<file path="config.mk">
export PLATFORM = sky130hd
export DESIGN_NAME = bitmap_priority_slot_queue
export DESIGN_NICKNAME = d
export VERILOG_FILES = /design/src/design/bpsq_pkg.sv /design/src/design/bpsq_ram.sv /design/src/design/bpsq_ctrl.sv /design/src/design/bitmap_priority_slot_queue.sv
export VERILOG_INCLUDE_DIRS = /design/src /design/src/design
export SDC_FILE = /design/constraint.sdc
export NUM_CORES = 2
export LEC_CHECK = 0
export ABC_AREA = 1
export ABC_CLOCK_PERIOD_IN_PS = 29000
export BUFFER_PORTS_ARGS = -buffer_cell sky130_fd_sc_hd__buf_2
export CORE_MARGIN = 5
export CORE_UTILIZATION = 30
export DETAILED_ROUTE_END_ITERATION = 7
export PLACE_DENSITY_LB_ADDON = 0.3
export SKIP_LAST_GASP = 1
export SYNTH_ARGS = -nofsm -noshare
export SYNTH_HDL_FRONTEND = slang
export SYNTH_SLANG_ARGS = --single-unit
</file>
<file path="constraint.sdc">
create_clock -name clk_i -period 29 [get_ports clk_i]
set_input_delay 0 -clock clk_i [delete_from_list [all_inputs] [get_ports clk_i]]
set_output_delay 0 -clock clk_i [all_outputs]
set_load 0.02 [all_outputs]
</file>
<file path="src/design/assert_macros.svh">
// ----------------------------------------------------------------------------
// Assertion macros
// Shared concurrent assertion wrappers; empty when SYNTHESIS is defined.
// ----------------------------------------------------------------------------
`ifndef ASSERT_MACROS_SVH
`define ASSERT_MACROS_SVH

`ifndef SYNTHESIS
// Assertion that is switched off while reset is asserted.
`define BPSQ_ASSERT(lbl, clk, rst_n, prop) \
  lbl: assert property (@(posedge clk) disable iff (!rst_n) (prop)) \
    else $error("bpsq assertion failed");
// Assertion that is checked at every edge, also during reset.
`define BPSQ_ASSERT_ALWAYS(lbl, clk, prop) \
  lbl: assert property (@(posedge clk) (prop)) \
    else $error("bpsq assertion failed");
`else
`define BPSQ_ASSERT(lbl, clk, rst_n, prop)
`define BPSQ_ASSERT_ALWAYS(lbl, clk, prop)
`endif

`endif

</file>
<file path="src/design/bpsq_pkg.sv">
`timescale 1ns / 1ps
// ----------------------------------------------------------------------------
// bpsq_pkg
// Types, constants and helper functions of the bitmap priority slot queue.
// ----------------------------------------------------------------------------
package bpsq_pkg;

  localparam int LEVELS    = 256;
  localparam int SLOTS     = 32;
  localparam int WORD_BITS = 32;
  localparam int NWORDS    = LEVELS / WORD_BITS;
  localparam int LVL_W     = $clog2(LEVELS);
  localparam int SLOT_W    = $clog2(SLOTS);
  localparam int BIT_W     = $clog2(WORD_BITS);
  localparam int WRD_W     = $clog2(NWORDS);
  localparam int CFG_IDX_W = 2;
  localparam int CFG_DAT_W = 8;
  localparam int IN_W      = 16;
  localparam int OUT_W     = 32;

  // Command codes.
  typedef enum logic [2:0] {
    CMD_PUSH      = 3'd0,
    CMD_POP       = 3'd1,
    CMD_RELEASE   = 3'd2,
    CMD_SCOPE     = 3'd3,
    CMD_PRIO_NODE = 3'd4,
    CMD_NODE_PRIO = 3'd5,
    CMD_STATUS    = 3'd6,
    CMD_CLEAR     = 3'd7
  } cmd_e;

  // Configuration register indexes.
  localparam logic [CFG_IDX_W-1:0] CFG_MAX_PRIO   = 2'd0;
  localparam logic [CFG_IDX_W-1:0] CFG_SMALL_HIGH = 2'd1;
  localparam logic [CFG_IDX_W-1:0] CFG_NODE_LIMIT = 2'd2;

  // One result item.
  typedef struct packed {
    logic              is_empty;
    logic [SLOT_W-1:0] used_count;
    logic [SLOT_W-1:0] node_out;
    logic [LVL_W-1:0]  worst_prio;
    logic [LVL_W-1:0]  prio_out;
    logic              ok;
  } res_t;

  // Access requests toward the two memories.
  typedef struct packed {
    logic                 we;
    logic [WRD_W-1:0]     waddr;
    logic [WORD_BITS-1:0] wdata;
    logic [WRD_W-1:0]     raddr;
  } bmp_req_t;

  typedef struct packed {
    logic              we;
    logic [LVL_W-1:0]  waddr;
    logic [SLOT_W-1:0] wdata;
    logic [LVL_W-1:0]  raddr;
  } l2s_req_t;

  // Position of the lowest set bit of a bitmap word.
  function automatic logic [BIT_W-1:0] first_one(input logic [WORD_BITS-1:0] w);
    logic [BIT_W-1:0] pos;
    pos = '0;
    for (int i = WORD_BITS - 1; i >= 0; i--) begin
      if (w[i]) pos = BIT_W'(i);
    end
    return pos;
  endfunction

  // Position of the highest set bit of a bitmap word.
  function automatic logic [BIT_W-1:0] last_one(input logic [WORD_BITS-1:0] w);
    logic [BIT_W-1:0] pos;
    pos = '0;
    for (int i = 0; i < WORD_BITS; i++) begin
      if (w[i]) pos = BIT_W'(i);
    end
    return pos;
  endfunction

endpackage

</file>
<file path="src/design/bpsq_ram.sv">
`timescale 1ns / 1ps
// ----------------------------------------------------------------------------
// bpsq_ram
// Simple dual-port synchronous RAM with a registered read port.
// ----------------------------------------------------------------------------
module bpsq_ram #(
  parameter int DEPTH = 32,
  parameter int WIDTH = 8
) (
  input  logic                     clk_i,
  input  logic                     we_i,
  input  logic [$clog2(DEPTH)-1:0] waddr_i,
  input  logic [WIDTH-1:0]         wdata_i,
  input  logic [$clog2(DEPTH)-1:0] raddr_i,
  output logic [WIDTH-1:0]         rdata_o
);

  logic [WIDTH-1:0] mem [DEPTH];

  // Write port.
  always_ff @(posedge clk_i) begin
    if (we_i) begin
      mem[waddr_i] <= wdata_i;
    end
  end

  // Registered read port.
  always_ff @(posedge clk_i) begin
    rdata_o <= mem[raddr_i];
  end

endmodule

</file>
<file path="src/design/bpsq_ctrl.sv">
`timescale 1ns / 1ps
// ----------------------------------------------------------------------------
// bpsq_ctrl
// Command sequencer: reads, modifies and writes back the bitmap and the
// level-to-slot map, and keeps the slot priority store.
// ----------------------------------------------------------------------------
`include "assert_macros.svh"

module bpsq_ctrl import bpsq_pkg::*; (
  input  logic                     clk_i,
  input  logic                     rst_ni,
  // Configuration writes.
  input  logic                     cfg_we_i,
  input  logic [CFG_IDX_W-1:0]     cfg_idx_i,
  input  logic [CFG_DAT_W-1:0]     cfg_data_i,
  // Command input.
  input  logic                     cmd_valid_i,
  output logic                     cmd_ready_o,
  input  logic [2:0]               command_i,
  input  logic [LVL_W-1:0]         priority_req_i,
  input  logic [SLOT_W-1:0]        node_id_i,
  // Result toward the output register.
  output logic                     res_valid_o,
  input  logic                     res_ready_i,
  output res_t                     res_o,
  // Memory ports.
  output bmp_req_t                 bmp_req_o,
  input  logic [WORD_BITS-1:0]     bmp_rdata_i,
  output l2s_req_t                 l2s_req_o,
  input  logic [SLOT_W-1:0]        l2s_rdata_i
);

  localparam logic [2:0] S_IDLE = 3'd0;
  localparam logic [2:0] S_CHK  = 3'd1;
  localparam logic [2:0] S_L2S  = 3'd2;
  localparam logic [2:0] S_SCAN = 3'd3;
  localparam logic [2:0] S_PRIO = 3'd4;
  localparam logic [2:0] S_RESP = 3'd5;

  logic [2:0]           state_q, state_d;
  cmd_e                 cmd_q, cmd_d;
  logic [LVL_W-1:0]     lvl_q, lvl_d;
  logic [SLOT_W-1:0]    nid_q, nid_d;
  logic [WRD_W-1:0]     w_q, w_d;
  logic                 lowest_q, lowest_d;
  logic                 second_q, second_d;
  logic [WORD_BITS-1:0] word_q, word_d;
  logic                 ok_q, ok_d;
  logic [LVL_W-1:0]     pout_q, pout_d;
  logic [LVL_W-1:0]     wout_q, wout_d;
  logic [SLOT_W-1:0]    nout_q, nout_d;

  logic [LVL_W-1:0]     max_prio_q;
  logic                 small_high_q;
  logic [SLOT_W-1:0]    node_limit_q;

  logic [SLOTS-1:0]     slot_free_q, slot_free_d;
  logic [SLOT_W-1:0]    count_q, count_d;
  logic [NWORDS-1:0]    bmp_vld_q, bmp_vld_d;
  logic                 bmp_vld_rd_q;

  // Slot priority store, one register per slot.
  logic [LVL_W-1:0]     slot_prio_q [SLOTS];
  logic                 prio_we;
  logic [SLOT_W-1:0]    prio_waddr;
  logic [LVL_W-1:0]     prio_wdata;
  logic                 prio_clr;
  logic [LVL_W-1:0]     clr_prio;

  bmp_req_t             bmp_req;
  l2s_req_t             l2s_req;

  logic [WORD_BITS-1:0] bmp_word;
  logic [WORD_BITS-1:0] scan_word;
  logic [WRD_W-1:0]     max_w;
  logic [BIT_W-1:0]     scan_pos;
  logic [LVL_W-1:0]     scan_lvl;
  logic [WRD_W-1:0]     end_w;
  logic                 free_found;
  logic [SLOT_W-1:0]    free_idx;
  logic                 cmd_acc;

  assign cmd_ready_o = (state_q == S_IDLE);
  assign cmd_acc     = cmd_valid_i && cmd_ready_o;
  assign max_w       = max_prio_q[LVL_W-1:BIT_W];
  assign clr_prio    = small_high_q ? max_prio_q : '0;

  // A row that was never written since clear reads as all zero.
  assign bmp_word = bmp_vld_rd_q ? bmp_rdata_i : '0;

  // Only levels up to the maximum priority are visible to a scan.
  always_comb begin
    scan_word = bmp_word;
    if (w_q == max_w) begin
      scan_word = bmp_word & ({WORD_BITS{1'b1}} >> (BIT_W'(WORD_BITS - 1) - max_prio_q[BIT_W-1:0]));
    end
  end

  assign scan_pos = lowest_q ? first_one(scan_word) : last_one(scan_word);
  assign scan_lvl = {w_q, scan_pos};
  assign end_w    = lowest_q ? max_w : '0;

  // Lowest free slot below the node limit.
  always_comb begin
    free_found = 1'b0;
    free_idx   = '0;
    for (int i = SLOTS - 1; i >= 0; i--) begin
      if (slot_free_q[i] && (SLOT_W'(i) < node_limit_q)) begin
        free_found = 1'b1;
        free_idx   = SLOT_W'(i);
      end
    end
  end

  // Command sequencer.
  always_comb begin
    state_d    = state_q;
    cmd_d      = cmd_q;
    lvl_d      = lvl_q;
    nid_d      = nid_q;
    w_d        = w_q;
    lowest_d   = lowest_q;
    second_d   = second_q;
    word_d     = word_q;
    ok_d       = ok_q;
    pout_d     = pout_q;
    wout_d     = wout_q;
    nout_d     = nout_q;
    slot_free_d = slot_free_q;
    count_d    = count_q;
    bmp_vld_d  = bmp_vld_q;
    prio_we    = 1'b0;
    prio_waddr = '0;
    prio_wdata = '0;
    prio_clr   = 1'b0;
    bmp_req    = '0;
    l2s_req    = '0;
    bmp_req.raddr  = lvl_q[LVL_W-1:BIT_W];
    l2s_req.raddr  = lvl_q;

    unique case (state_q)
      S_IDLE: begin
        if (cmd_acc) begin
          cmd_d    = cmd_e'(command_i);
          lvl_d    = priority_req_i;
          nid_d    = node_id_i;
          ok_d     = 1'b0;
          pout_d   = '0;
          wout_d   = '0;
          nout_d   = '0;
          second_d = 1'b0;
          lowest_d = small_high_q;
          bmp_req.raddr  = priority_req_i[LVL_W-1:BIT_W];
          state_d  = S_RESP;
          case (cmd_e'(command_i)) inside
            CMD_PUSH: begin
              if ((count_q < node_limit_q) && (priority_req_i <= max_prio_q)) begin
                state_d = S_CHK;
              end
            end
            CMD_RELEASE, CMD_NODE_PRIO: begin
              if (priority_req_i <= max_prio_q) begin
                state_d = S_CHK;
              end
            end
            CMD_POP, CMD_SCOPE: begin
              w_d           = small_high_q ? '0 : max_w;
              bmp_req.raddr = w_d;
              state_d       = S_SCAN;
            end
            CMD_PRIO_NODE: begin
              if (node_id_i < node_limit_q) begin
                state_d = S_PRIO;
              end
            end
            CMD_STATUS: begin
              ok_d = 1'b1;
            end
            default: begin
              // Clear: drop every entry and load the idle slot priority.
              ok_d        = 1'b1;
              bmp_vld_d   = '0;
              prio_clr    = 1'b1;
              slot_free_d = '1;
              count_d     = '0;
            end
          endcase
        end
      end

      S_CHK: begin
        word_d  = bmp_word;
        state_d = S_RESP;
        if (bmp_word[lvl_q[BIT_W-1:0]]) begin
          state_d = S_L2S;
        end else if (cmd_q == CMD_PUSH && free_found) begin
          // Allocate a new slot for this level.
          bmp_req.we     = 1'b1;
          bmp_req.waddr  = lvl_q[LVL_W-1:BIT_W];
          bmp_req.wdata  = bmp_word | (WORD_BITS'(1) << lvl_q[BIT_W-1:0]);
          bmp_vld_d[lvl_q[LVL_W-1:BIT_W]] = 1'b1;
          l2s_req.we     = 1'b1;
          l2s_req.waddr  = lvl_q;
          l2s_req.wdata  = free_idx;
          prio_we        = 1'b1;
          prio_waddr     = free_idx;
          prio_wdata     = lvl_q;
          slot_free_d[free_idx] = 1'b0;
          count_d = count_q + SLOT_W'(1);
          ok_d    = 1'b1;
          nout_d  = free_idx;
        end
      end

      S_L2S: begin
        ok_d    = 1'b1;
        nout_d  = l2s_rdata_i;
        state_d = S_RESP;
        if (cmd_q == CMD_POP || cmd_q == CMD_RELEASE) begin
          // Free the slot and clear the level bit.
          bmp_req.we    = 1'b1;
          bmp_req.waddr = lvl_q[LVL_W-1:BIT_W];
          bmp_req.wdata = word_q & ~(WORD_BITS'(1) << lvl_q[BIT_W-1:0]);
          bmp_vld_d[lvl_q[LVL_W-1:BIT_W]] = 1'b1;
          slot_free_d[l2s_rdata_i] = 1'b1;
          count_d = count_q - SLOT_W'(1);
          if (cmd_q == CMD_POP) begin
            pout_d = lvl_q;
          end
        end
      end

      S_SCAN: begin
        if (scan_word != '0) begin
          if (cmd_q == CMD_POP) begin
            lvl_d         = scan_lvl;
            word_d        = bmp_word;
            l2s_req.raddr = scan_lvl;
            state_d       = S_L2S;
          end else if (!second_q) begin
            // Best level found; scan again from the other end.
            pout_d        = scan_lvl;
            second_d      = 1'b1;
            lowest_d      = !lowest_q;
            w_d           = lowest_q ? max_w : '0;
            bmp_req.raddr = w_d;
          end else begin
            wout_d  = scan_lvl;
            ok_d    = 1'b1;
            state_d = S_RESP;
          end
        end else if (w_q == end_w) begin
          pout_d  = '0;
          state_d = S_RESP;
        end else begin
          w_d           = lowest_q ? w_q + WRD_W'(1) : w_q - WRD_W'(1);
          bmp_req.raddr = w_d;
        end
      end

      S_PRIO: begin
        ok_d    = 1'b1;
        pout_d  = slot_prio_q[nid_q];
        state_d = S_RESP;
      end

      S_RESP: begin
        if (res_ready_i) begin
          state_d = S_IDLE;
        end
      end

      default: begin
        state_d = S_IDLE;
      end
    endcase
  end

  assign bmp_req_o  = bmp_req;
  assign l2s_req_o  = l2s_req;

  assign res_valid_o      = (state_q == S_RESP);
  assign res_o.ok         = ok_q;
  assign res_o.prio_out   = pout_q;
  assign res_o.worst_prio = wout_q;
  assign res_o.node_out   = nout_q;
  assign res_o.used_count = count_q;
  assign res_o.is_empty   = (count_q == '0);

  // Control state and configuration registers.
  always_ff @(posedge clk_i or negedge rst_ni) begin
    if (!rst_ni) begin
      state_q      <= S_IDLE;
      max_prio_q   <= '1;
      small_high_q <= 1'b1;
      node_limit_q <= '1;
      slot_free_q  <= '1;
      count_q      <= '0;
      bmp_vld_q    <= '0;
    end else begin
      state_q     <= state_d;
      slot_free_q <= slot_free_d;
      count_q     <= count_d;
      bmp_vld_q   <= bmp_vld_d;
      if (cfg_we_i) begin
        unique case (cfg_idx_i)
          CFG_MAX_PRIO:   max_prio_q   <= cfg_data_i;
          CFG_SMALL_HIGH: small_high_q <= cfg_data_i[0];
          CFG_NODE_LIMIT: node_limit_q <= cfg_data_i[SLOT_W-1:0];
          default: ;
        endcase
      end
    end
  end

  // Slot priority store: reset and clear load the idle priority.
  always_ff @(posedge clk_i or negedge rst_ni) begin
    if (!rst_ni) begin
      for (int i = 0; i < SLOTS; i++) begin
        slot_prio_q[i] <= '1;
      end
    end else if (prio_clr) begin
      for (int i = 0; i < SLOTS; i++) begin
        slot_prio_q[i] <= clr_prio;
      end
    end else if (prio_we) begin
      slot_prio_q[prio_waddr] <= prio_wdata;
    end
  end

  // Working registers of the current command.
  always_ff @(posedge clk_i) begin
    cmd_q         <= cmd_d;
    lvl_q         <= lvl_d;
    nid_q         <= nid_d;
    w_q           <= w_d;
    lowest_q      <= lowest_d;
    second_q      <= second_d;
    word_q        <= word_d;
    ok_q          <= ok_d;
    pout_q        <= pout_d;
    wout_q        <= wout_d;
    nout_q        <= nout_d;
    bmp_vld_rd_q  <= bmp_vld_d[bmp_req.raddr] & bmp_vld_q[bmp_req.raddr];
  end

  // The use count always matches the number of allocated slots.
  `BPSQ_ASSERT(a_count_match, clk_i, rst_ni, count_q == SLOT_W'($countones(~slot_free_q)))
  // A command never changes the count by more than one, except clear.
  `BPSQ_ASSERT(a_count_step, clk_i, rst_ni, (count_q == $past(count_q)) || (count_q == $past(count_q) + SLOT_W'(1)) || (count_q == $past(count_q) - SLOT_W'(1)) || (count_q == '0))
  // An accepted command is always followed by work or a result.
  `BPSQ_ASSERT(a_acc_busy, clk_i, rst_ni, cmd_acc |=> (state_q != S_IDLE))
  // No memory write happens while waiting for a command.
  `BPSQ_ASSERT(a_idle_nowr, clk_i, rst_ni, (state_q == S_IDLE) |-> !(bmp_req.we || l2s_req.we || prio_we))

endmodule

</file>
<file path="src/design/bitmap_priority_slot_queue.sv">
`timescale 1ns / 1ps
// ----------------------------------------------------------------------------
// bitmap_priority_slot_queue
// Priority queue with one entry per level, a level bitmap and a slot pool.
// ----------------------------------------------------------------------------
// Channel   Direction  Content
// s_axis    in         tdata: command[2:0], priority_req[10:3], node_id[15:11]
// m_axis    out        tdata: ok, prio_out, worst_prio, node_out, used_count,
//                      is_empty, zero padding
// cfg       in         cfg_we_i, cfg_idx_i (0 max, 1 order, 2 limit), cfg_data_i
//
// One command is processed at a time; pop and scope scan the bitmap one
// word after another (up to 8 words, scope scans twice) through the single
// bitmap memory read port.
// Reset empties the queue at once; no clearing pass is needed.
// A new command is taken while a result waits in the output register.
// ----------------------------------------------------------------------------
module bitmap_priority_slot_queue import bpsq_pkg::*; (
  input  logic                 clk_i,
  input  logic                 rst_ni,
  input  logic                 cfg_we_i,
  input  logic [CFG_IDX_W-1:0] cfg_idx_i,
  input  logic [CFG_DAT_W-1:0] cfg_data_i,
  input  logic                 s_axis_tvalid,
  output logic                 s_axis_tready,
  // command[2:0], priority_req[10:3], node_id[15:11]
  input  logic [IN_W-1:0]      s_axis_tdata,
  output logic                 m_axis_tvalid,
  input  logic                 m_axis_tready,
  // ok[0], prio_out[8:1], worst_prio[16:9], node_out[21:17],
  // used_count[26:22], is_empty[27], zero[31:28]
  output logic [OUT_W-1:0]     m_axis_tdata
);

  res_t                 res;
  logic                 res_valid;
  logic                 res_ready;
  bmp_req_t             bmp_req;
  l2s_req_t             l2s_req;
  logic [WORD_BITS-1:0] bmp_rdata;
  logic [SLOT_W-1:0]    l2s_rdata;
  logic                 out_vld_q;
  res_t                 out_q;

  bpsq_ctrl u_ctrl (
    .clk_i          (clk_i),
    .rst_ni         (rst_ni),
    .cfg_we_i       (cfg_we_i),
    .cfg_idx_i      (cfg_idx_i),
    .cfg_data_i     (cfg_data_i),
    .cmd_valid_i    (s_axis_tvalid),
    .cmd_ready_o    (s_axis_tready),
    .command_i      (s_axis_tdata[2:0]),
    .priority_req_i (s_axis_tdata[10:3]),
    .node_id_i      (s_axis_tdata[15:11]),
    .res_valid_o    (res_valid),
    .res_ready_i    (res_ready),
    .res_o          (res),
    .bmp_req_o      (bmp_req),
    .bmp_rdata_i    (bmp_rdata),
    .l2s_req_o      (l2s_req),
    .l2s_rdata_i    (l2s_rdata)
  );

  // Level bitmap, one word per row.
  bpsq_ram #(.DEPTH(NWORDS), .WIDTH(WORD_BITS)) u_bmp_ram (
    .clk_i   (clk_i),
    .we_i    (bmp_req.we),
    .waddr_i (bmp_req.waddr),
    .wdata_i (bmp_req.wdata),
    .raddr_i (bmp_req.raddr),
    .rdata_o (bmp_rdata)
  );

  // Level-to-slot map.
  bpsq_ram #(.DEPTH(LEVELS), .WIDTH(SLOT_W)) u_l2s_ram (
    .clk_i   (clk_i),
    .we_i    (l2s_req.we),
    .waddr_i (l2s_req.waddr),
    .wdata_i (l2s_req.wdata),
    .raddr_i (l2s_req.raddr),
    .rdata_o (l2s_rdata)
  );

  // Output register decouples the result from the next command.
  assign res_ready = !out_vld_q || m_axis_tready;

  always_ff @(posedge clk_i or negedge rst_ni) begin
    if (!rst_ni) begin
      out_vld_q <= 1'b0;
    end else if (res_ready) begin
      out_vld_q <= res_valid;
    end
  end

  always_ff @(posedge clk_i) begin
    if (res_ready && res_valid) begin
      out_q <= res;
    end
  end

  assign m_axis_tvalid = out_vld_q;
  assign m_axis_tdata  = {{(OUT_W - $bits(res_t)){1'b0}}, out_q};

endmodule

</file>
# After elaboration in Yosys (flattened, before gate mapping)
# Memories as Yosys holds them, arrays and structs flattened. A register that Yosys moved wholly into a read port is not among the register bits.
# Cells that the tools add are included.
dict set report word_totals {
  ff_bits 423
  ram_bits 1536
  elab_cells 525
  n_memories 2
}
dict set report classes {
  n_addsub 5
  order_cmp 46
  n_eq_ne 39
  shift 2
  mux 288
  bitwise 11
  reduce_logical 74
}
# name depth word_bits read_ports rd_clocked_by_memory_dff write_ports line
set mem_list {}
lappend mem_list {u_l2s_ram.mem 256 5 1 1 1 bpsq_ram.sv:18} ;# logic [WIDTH-1:0] mem [DEPTH];
lappend mem_list {u_bmp_ram.mem 8 32 1 1 1 bpsq_ram.sv:18}
# op count
set ops {}
lappend ops {{$mux 5} 110}
lappend ops {{$mux 256} 2}
lappend ops {{$mux 32} 13}
lappend ops {{$bwmux 256} 1}
lappend ops {{$mux 8} 30}
lappend ops {{$mux 36} 3}
lappend ops {{$and 32x32->32} 3}
lappend ops {{$mux 3} 32}
lappend ops {{$pmux 32 s3} 1}
lappend ops {{$lt 5x5->1 const A} 16}
lappend ops {{$pmux 36 s2} 1}
lappend ops {{$mux 1} 71}
lappend ops {{$not 32->32} 2}
lappend ops {{$or 32x32->32} 2}
lappend ops {{$pmux 32 s2} 1}
lappend ops {{$mux 14} 3}
lappend ops {{$bmux 8 s5} 1}
lappend ops {{$demux 8 s5} 1}
lappend ops {{$logic_and 1x1->1} 40}
lappend ops {{$lt 4x5->1 const A} 8}
lappend ops {{$pmux 8 s2} 2}
lappend ops {{$pmux 8 s4} 1}
lappend ops {{$reduce_bool 32->1} 1}
lappend ops {{$shl 1x5->32 const A} 1}
lappend ops {{other kinds (58)} 119}

# Longest topological paths before layout
dict set report logic_depth {
  word_depth 46
  depth_mapped 55
  ltp_nobuf 52
}

# Hierarchy
# A second synthesis with hierarchy kept.
dict set report hier_totals {
  hier_cells 8681
  area_unflattened_um2 88248.4
}
# module n_inst cells_each area_each_um2 seq_area_each_um2
set modules_own_cells {}
lappend modules_own_cells {{bpsq_ram (u_l2s_ram)} 1 4552 52718.1 38537.0}
lappend modules_own_cells {bpsq_ctrl 1 2934 22738.1 10581.4}
lappend modules_own_cells {{bpsq_ram (u_bmp_ram)} 1 1156 11872.6 8328.0}
lappend modules_own_cells {bitmap_priority_slot_queue 1 39 919.6 865.8}

# Least setup slack after synthesis
# Ideal clock, no wire load.
dict set report synth_path {
  kind {register to register}
  startpoint {reg u_ctrl.node_limit_q[3]}
  endpoint {reg u_ctrl.slot_prio_q[201] in the netlist's numbering}
  setup_time_ns 0.073
  arrival_ns 10.010
  setup_slack_ns 18.917
  path_stages_with_launch 25
  n_path_buf 2
  period_less_slack_ns 10.083
  cell_sequence {dfstp_2 -> clkbuf_1 -> nand2_1 -> nor2_1 -> inv_1 -> nor3_1 -> a31oi_1 -> o21ai_0 -> nand2_1 -> nand2_1 -> a31oi_1 -> o21ai_0 -> o21ai_0 -> nand2_1 -> nand3_1 -> a21oi_1 -> inv_1 -> nor2_1 -> inv_1 -> nor2_1 -> nand2_1 -> nand2_1 -> clkbuf_1 -> nor2_1 -> a21oi_1}
}
dict set report synth_via {
  elab_chain_len 46
  elab_cells_between_ends 148
  classes_between {34 x order compare; 78 x mux; 1 x bitwise; 35 x reduce/logical}
}
# element line
set synth_rtl {}
lappend synth_rtl {{start: declaration} bpsq_ctrl.sv:55} ;# logic [SLOT_W-1:0] node_limit_q;
lappend synth_rtl {{start signal: assignment} bpsq_ctrl.sv:309} ;# CFG_NODE_LIMIT: node_limit_q <= cfg_data_i[SLOT_W-1:0];
lappend synth_rtl {{$lt 5x5->1} bpsq_ctrl.sv:108} ;# if (slot_free_q[i] && (SLOT_W'(i) < node_limit_q)) begin
lappend synth_rtl {{$logic_and 1x1->1} bpsq_ctrl.sv:108}
lappend synth_rtl {{$mux 1 (32 in series)} bpsq_ctrl.sv:108}
lappend synth_rtl {{$logic_and 1x1->1} bpsq_ctrl.sv:196} ;# end else if (cmd_q == CMD_PUSH && free_found) begin
lappend synth_rtl {{$mux 5} bpsq_ctrl.sv:196}
lappend synth_rtl {{$mux 5} bpsq_ctrl.sv:194} ;# if (bmp_word[lvl_q[BIT_W-1:0]]) begin
lappend synth_rtl {{$mux 5} bpsq_ctrl.sv:141} ;# unique case (state_q)
lappend synth_rtl {{$not 5->6 (implied by the code)} bpsq_ctrl.sv:327} ;# slot_prio_q[prio_waddr] <= prio_wdata;
lappend synth_rtl {{$ge 6x6->1 (implied by the code) or $lt 6x1->1 (tied branches)} bpsq_ctrl.sv:327}
lappend synth_rtl {{$logic_and 1x1->1 (implied by the code)} bpsq_ctrl.sv:327}
lappend synth_rtl {{$mux 8 (implied by the code)} bpsq_ctrl.sv:327}
lappend synth_rtl {{$demux 8 s5} bpsq_ctrl.sv:327}
lappend synth_rtl {{$bwmux 256} bpsq_ctrl.sv:327}
lappend synth_rtl {{$mux 256} bpsq_ctrl.sv:326} ;# end else if (prio_we) begin
lappend synth_rtl {{$mux 256} bpsq_ctrl.sv:322} ;# end else if (prio_clr) begin
lappend synth_rtl {{end signal: indexed assignment} bpsq_ctrl.sv:324} ;# slot_prio_q[i] <= clr_prio;
lappend synth_rtl {{end signal: indexed assignment} bpsq_ctrl.sv:327}
lappend synth_rtl {{end: declaration} bpsq_ctrl.sv:63} ;# logic [LVL_W-1:0] slot_prio_q [SLOTS];
# Several ways; a longest one is shown, not always the timed one. The select of a mux whose other input is x is not followed.
# A chain may end at the register's enable or synchronous reset.

# Worst setup path after layout
dict set report layout_path {
  startpoint {reg u_ctrl.w_q[0]}
  endpoint {reg u_l2s_ram.rdata_o[4] (read register of u_l2s_ram.mem)}
}
dict set report layout_via {
  elab_chain_len 38
  elab_cells_between_ends 70
  classes_between {1 x eq/ne; 68 x mux; 1 x reduce/logical}
}
# element line
set layout_rtl {}
lappend layout_rtl {{start: declaration} bpsq_ctrl.sv:44} ;# logic [WRD_W-1:0] w_q, w_d;
lappend layout_rtl {{start signal: assignment} bpsq_ctrl.sv:336} ;# w_q <= w_d;
lappend layout_rtl {{$eq 3x3->1} bpsq_ctrl.sv:94} ;# if (w_q == max_w) begin
lappend layout_rtl {{$mux 32} bpsq_ctrl.sv:94}
lappend layout_rtl {{$mux 5 (32 in series)} bpsq_pkg.sv:68} ;# if (w[i]) pos = BIT_W'(i);
lappend layout_rtl {{$mux 5} bpsq_ctrl.sv:99} ;# assign scan_pos = lowest_q ? first_one(scan_word) : last_one(scan_word);
lappend layout_rtl {{$mux 8} -}
lappend layout_rtl {{$mux 8 (*)} bpsq_ctrl.sv:234} ;# if (scan_word != '0) begin
lappend layout_rtl {{$mux 8 (*)} bpsq_ctrl.sv:141}
lappend layout_rtl {{end: declaration} bpsq_ram.sv:15} ;# output logic [WIDTH-1:0] rdata_o
# Every way passes the cells marked *; elsewhere a longest branch is shown, timed or not.

==> reports/qor.txt <==
Status: finished, final reports clean
Core area: 303000 um2
Asr flop ratio synth: 0.159
Remaining global-route overflow: 0
Sequential cell area: 58300 um2
Placed cell area: 95500 um2
Synth Register Bits: 1995
WHS Endpoint: u_ctrl.max_prio_q[3]
Vias in the first global route: 66134
Final setup viols: 0
Hold Crit Depth: 4
WP data arrival: 9.44 ns
Tightest Hold Check Type: primary input to register
Drt first pass iters: 6
Synth Instances: 9327
Yosys warning count: 0
Gpl congestion: 0.897
Share of post-route cells with drive strength above 1: 0.0915
Hold Worst Slack: 0.129 ns
Clk slew on worst S/H paths: 0.06 ns
Final Hold Vio Count: 0
TritonCTS clock tree: yes
P per Cell Area: 91.7 nW/um2
Starting DRT DRC Count: 6490
Syn Std Cell Area: 91400 um2
Fin cells: 13322
Final instance area: 103000 um2
Setup Fix Bufs, Post-CTS: 0
Post-synth EDFFs: 1639
CTS root buffer: clkbuf_16
Htree depth: 4
DR WL/cell: 21.5 um
First-pass GRT wire length: 427 mm
CP required: 29.78 ns
Initial Util: 0.302
CP max FO: 156
Worst Setup SP: u_ctrl.w_q[0]
I/O pins: 65
Nets: 9222
Post-route DRC: 0
Die H: 562 um
Crit Path Category: register to register
DPL Wire Length: 171 mm
Worst-Margin Slew: 1.29 ns
Largest net degree at the start of global routing: 162
CP max stage cell: buf_4
R2R Setup Slk: 20.34 ns
Worst vdd ir: 0.0753 mV
Global routing's busiest layer: met2
Reg2reg end: u_l2s_ram.rdata_o[4]
Drt via density: 5.12
Final slew viol count: 0
Most used cell, CP: nand2_1
Die ar.: 316000 um2
CP endpoint kind: register
Gr usage total: 0.175
HP Start: cfg_data_i[3]
ANT nets after route: 0
Clk buf depth: 4
Clk_lat worst skew: 0.89 ns
Dpl cells: 12886
Initial antenna violation count: 14
CP max stage delay: 0.89 ns
Met3 global-route usage: 0.0282
Max-cap viol count: 0
Post-Syn Area per Cell: 9.80 um2
Total power: 9.41 mW
IO Port Bufs: 60
Multi-input gate area: 25500 um2
Netlist cell types: 59
TNS Setup: 0 ns
Cts bufs inserted: 209
Seq/Total Area, Yosys: 0.638
FF-to-FF Start: u_ctrl.w_q[0]
FILL cells: 30528
Vias: 68182
Met2 Usage GRT: 0.284
Rel. slew slack: 0.140
Worst Skew: 0.0951 ns
Final cycle utilization of the critical path: 0.299
Worst r2r path cells: 34
Clk sinks: 1995
RSZ-0062 raised after global routing: false
Tmin final: 8.66 ns
Startpoint Class: register
Die width: 562 um
Routed WL: 287 mm
# rows: 202
Pleak: 41.1 nW
Area growth, synth to finish: 12.3%
Maximum clock frequency: 0.115 GHz
M1 GR Usage: 0.237
Main synth FF type: edfxtp_1
worst max path at each step:
| stage | end | slack [ns] | depth (start not counted) |
|---|---|---|---|
| after floorplan | u_ctrl.slot_prio_q[201] | 18.92 | 24 |
| after global placement | u_l2s_ram.rdata_o[0] | 20.64 | 34 |
| after detailed placement | u_l2s_ram.rdata_o[0] | 20.64 | 34 |
| after CTS | u_l2s_ram.rdata_o[2] | 20.63 | 34 |
| after global routing | u_l2s_ram.rdata_o[0] | 19.86 | 32 |
| final | u_l2s_ram.rdata_o[4] | 20.34 | 34 |
layer usage:
| layer | wire (um) | share of wire |
|---|---|---|
| met5 | 34 | 0.00012 |
| met4 | 10900 | 0.038 |
| met3 | 20400 | 0.071 |
| met2 | 132000 | 0.46 |
| met1 | 123000 | 0.43 |
layout by cell type, fill, tap and decap left out, drive strengths merged, types with 6 or more instances in the layout:
cell	netlist	routed
clkinvlp	0	11
dfrtp	17	17
nand3	1127	1127
o32ai	6	6
a31oi	34	34
o22ai	83	83
dfstp	301	301
nor4	6	6
dlygate4sd3	0	50
bufinv	0	15
a221oi	11	11
o21a	7	7
diode	0	11
dfxtp	38	38
ha	20	20
inv	1404	1407
o221ai	23	23
nor2	920	920
o211ai	131	131
nor3	73	73
a21oi	317	317
nand2	1348	1348
buf	144	192
o21ai	687	687
nand4	433	433
clkbuf	470	258
edfxtp	1639	1639
clkinv	27	115
a211oi	9	9
xor2	6	6
a22oi	7	7
where the power goes:
group / total, mW / internal [mW] / switching [mW]
logic: 3.04 / 0.818 / 2.22
clock network: 2.63 / 1.50 / 1.13
registers: 3.75 / 3.56 / 0.185
through the flow:
stage / util / worst slack (ns)
floorplan: - / 18.92
global placement: 0.315 / 20.64
detailed placement: 0.315 / 20.64
CTS: 0.339 / 20.63
global route: 0.339 / 19.86
finish: 0.339 / 20.34
what timing repair did:
action	in CTS	in global routing
hold buffers	50	0
resized for setup	0	0
endpoints found under the hold margin	175	0
setup endpoints to repair	0	0
cell usage after synthesis (4+ instances only):
cell      instances  area share
a21oi_1         315       0.017
dfxtp_1          38      0.0083
o21ai_1          11     0.00060
o211ai_1        131       0.011
nand2_1        1345       0.055
clkinv_1         27      0.0011
edfxtp_1       1639        0.54
buf_6             4     0.00049
ha_1             20      0.0027
xor2_1            6     0.00057
nor2_1          918       0.038
dfrtp_1          17      0.0047
buf_2            77      0.0042
buf_1            45      0.0018
o32ai_1           6     0.00057
o21ai_0         673       0.037
nor3_1           73      0.0040
o21a_1            7     0.00057
a221oi_1         11      0.0011
nor4_1            6     0.00041
inv_1          1395       0.057
o221ai_1         23      0.0022
a22oi_1           7     0.00057
clkbuf_1        470       0.019
o31ai_1           5     0.00041
inv_2             9     0.00037
a211oi_1          9     0.00074
nand3_1        1126       0.062
dfstp_2         301       0.087
a22o_1            5     0.00048
a31oi_1          34      0.0023
buf_4            18      0.0015
nand4_1         432       0.030
o22ai_1          83      0.0057
sequential cells by signal (all words and copies together), names as in the netlist, 5 cells and up:
signal and flops:
u_ctrl.node_limit_q 5, u_l2s_ram.mem 1280, u_ctrl.wout_q 8, u_bmp_ram.mem 256, u_ctrl.word_q 32, u_ctrl.nout_q 5
u_ctrl.bmp_vld_q 8, u_ctrl.max_prio_q 8, u_ctrl.slot_free_q 31, u_ctrl.pout_q 8, m_axis_tdata 28, u_l2s_ram.rdata_o 5
u_ctrl.count_q 5, u_ctrl.slot_prio_q 256, u_ctrl.lvl_q 8, u_bmp_ram.rdata_o 32, u_ctrl.nid_q 5
cell type report:
type                            count  share of cell area
Sequential cell                  1995               0.568
Multi-Input combinational cell   5290               0.248
Clock buffer                      258              0.0544
Inverter                         1431              0.0525
Tap cell                         3978              0.0485
Timing Repair Buffer              242              0.0182
Clock inverter                    117             0.00988
Antenna cell                       11            0.000268
critical path, delay by kind of cell (launching register included):
| family | cells | cell delay (ns) |
|---|---|---|
| buffers and inverters | 10 | 3.57 |
| flip-flops | 1 | 0.47 |
| AO/OA/AOI/OAI | 3 | 0.49 |
| AND/OR/NAND/NOR | 21 | 3.48 |
cell families after synthesis:
kind of cell	after synthesis	share of synthesized area
XOR/XNOR	7	0.000671
AO/OA/AOI/OAI	1343	0.0823
other	1	0.0000410
buffers and inverters	2045	0.0861
multiplexers	1	0.000123
flip-flops	1995	0.638
adder cells (fa/ha/maj)	22	0.00318
AND/OR/NAND/NOR	3913	0.190
Note: power is estimated with default switching activity, not from simulation.
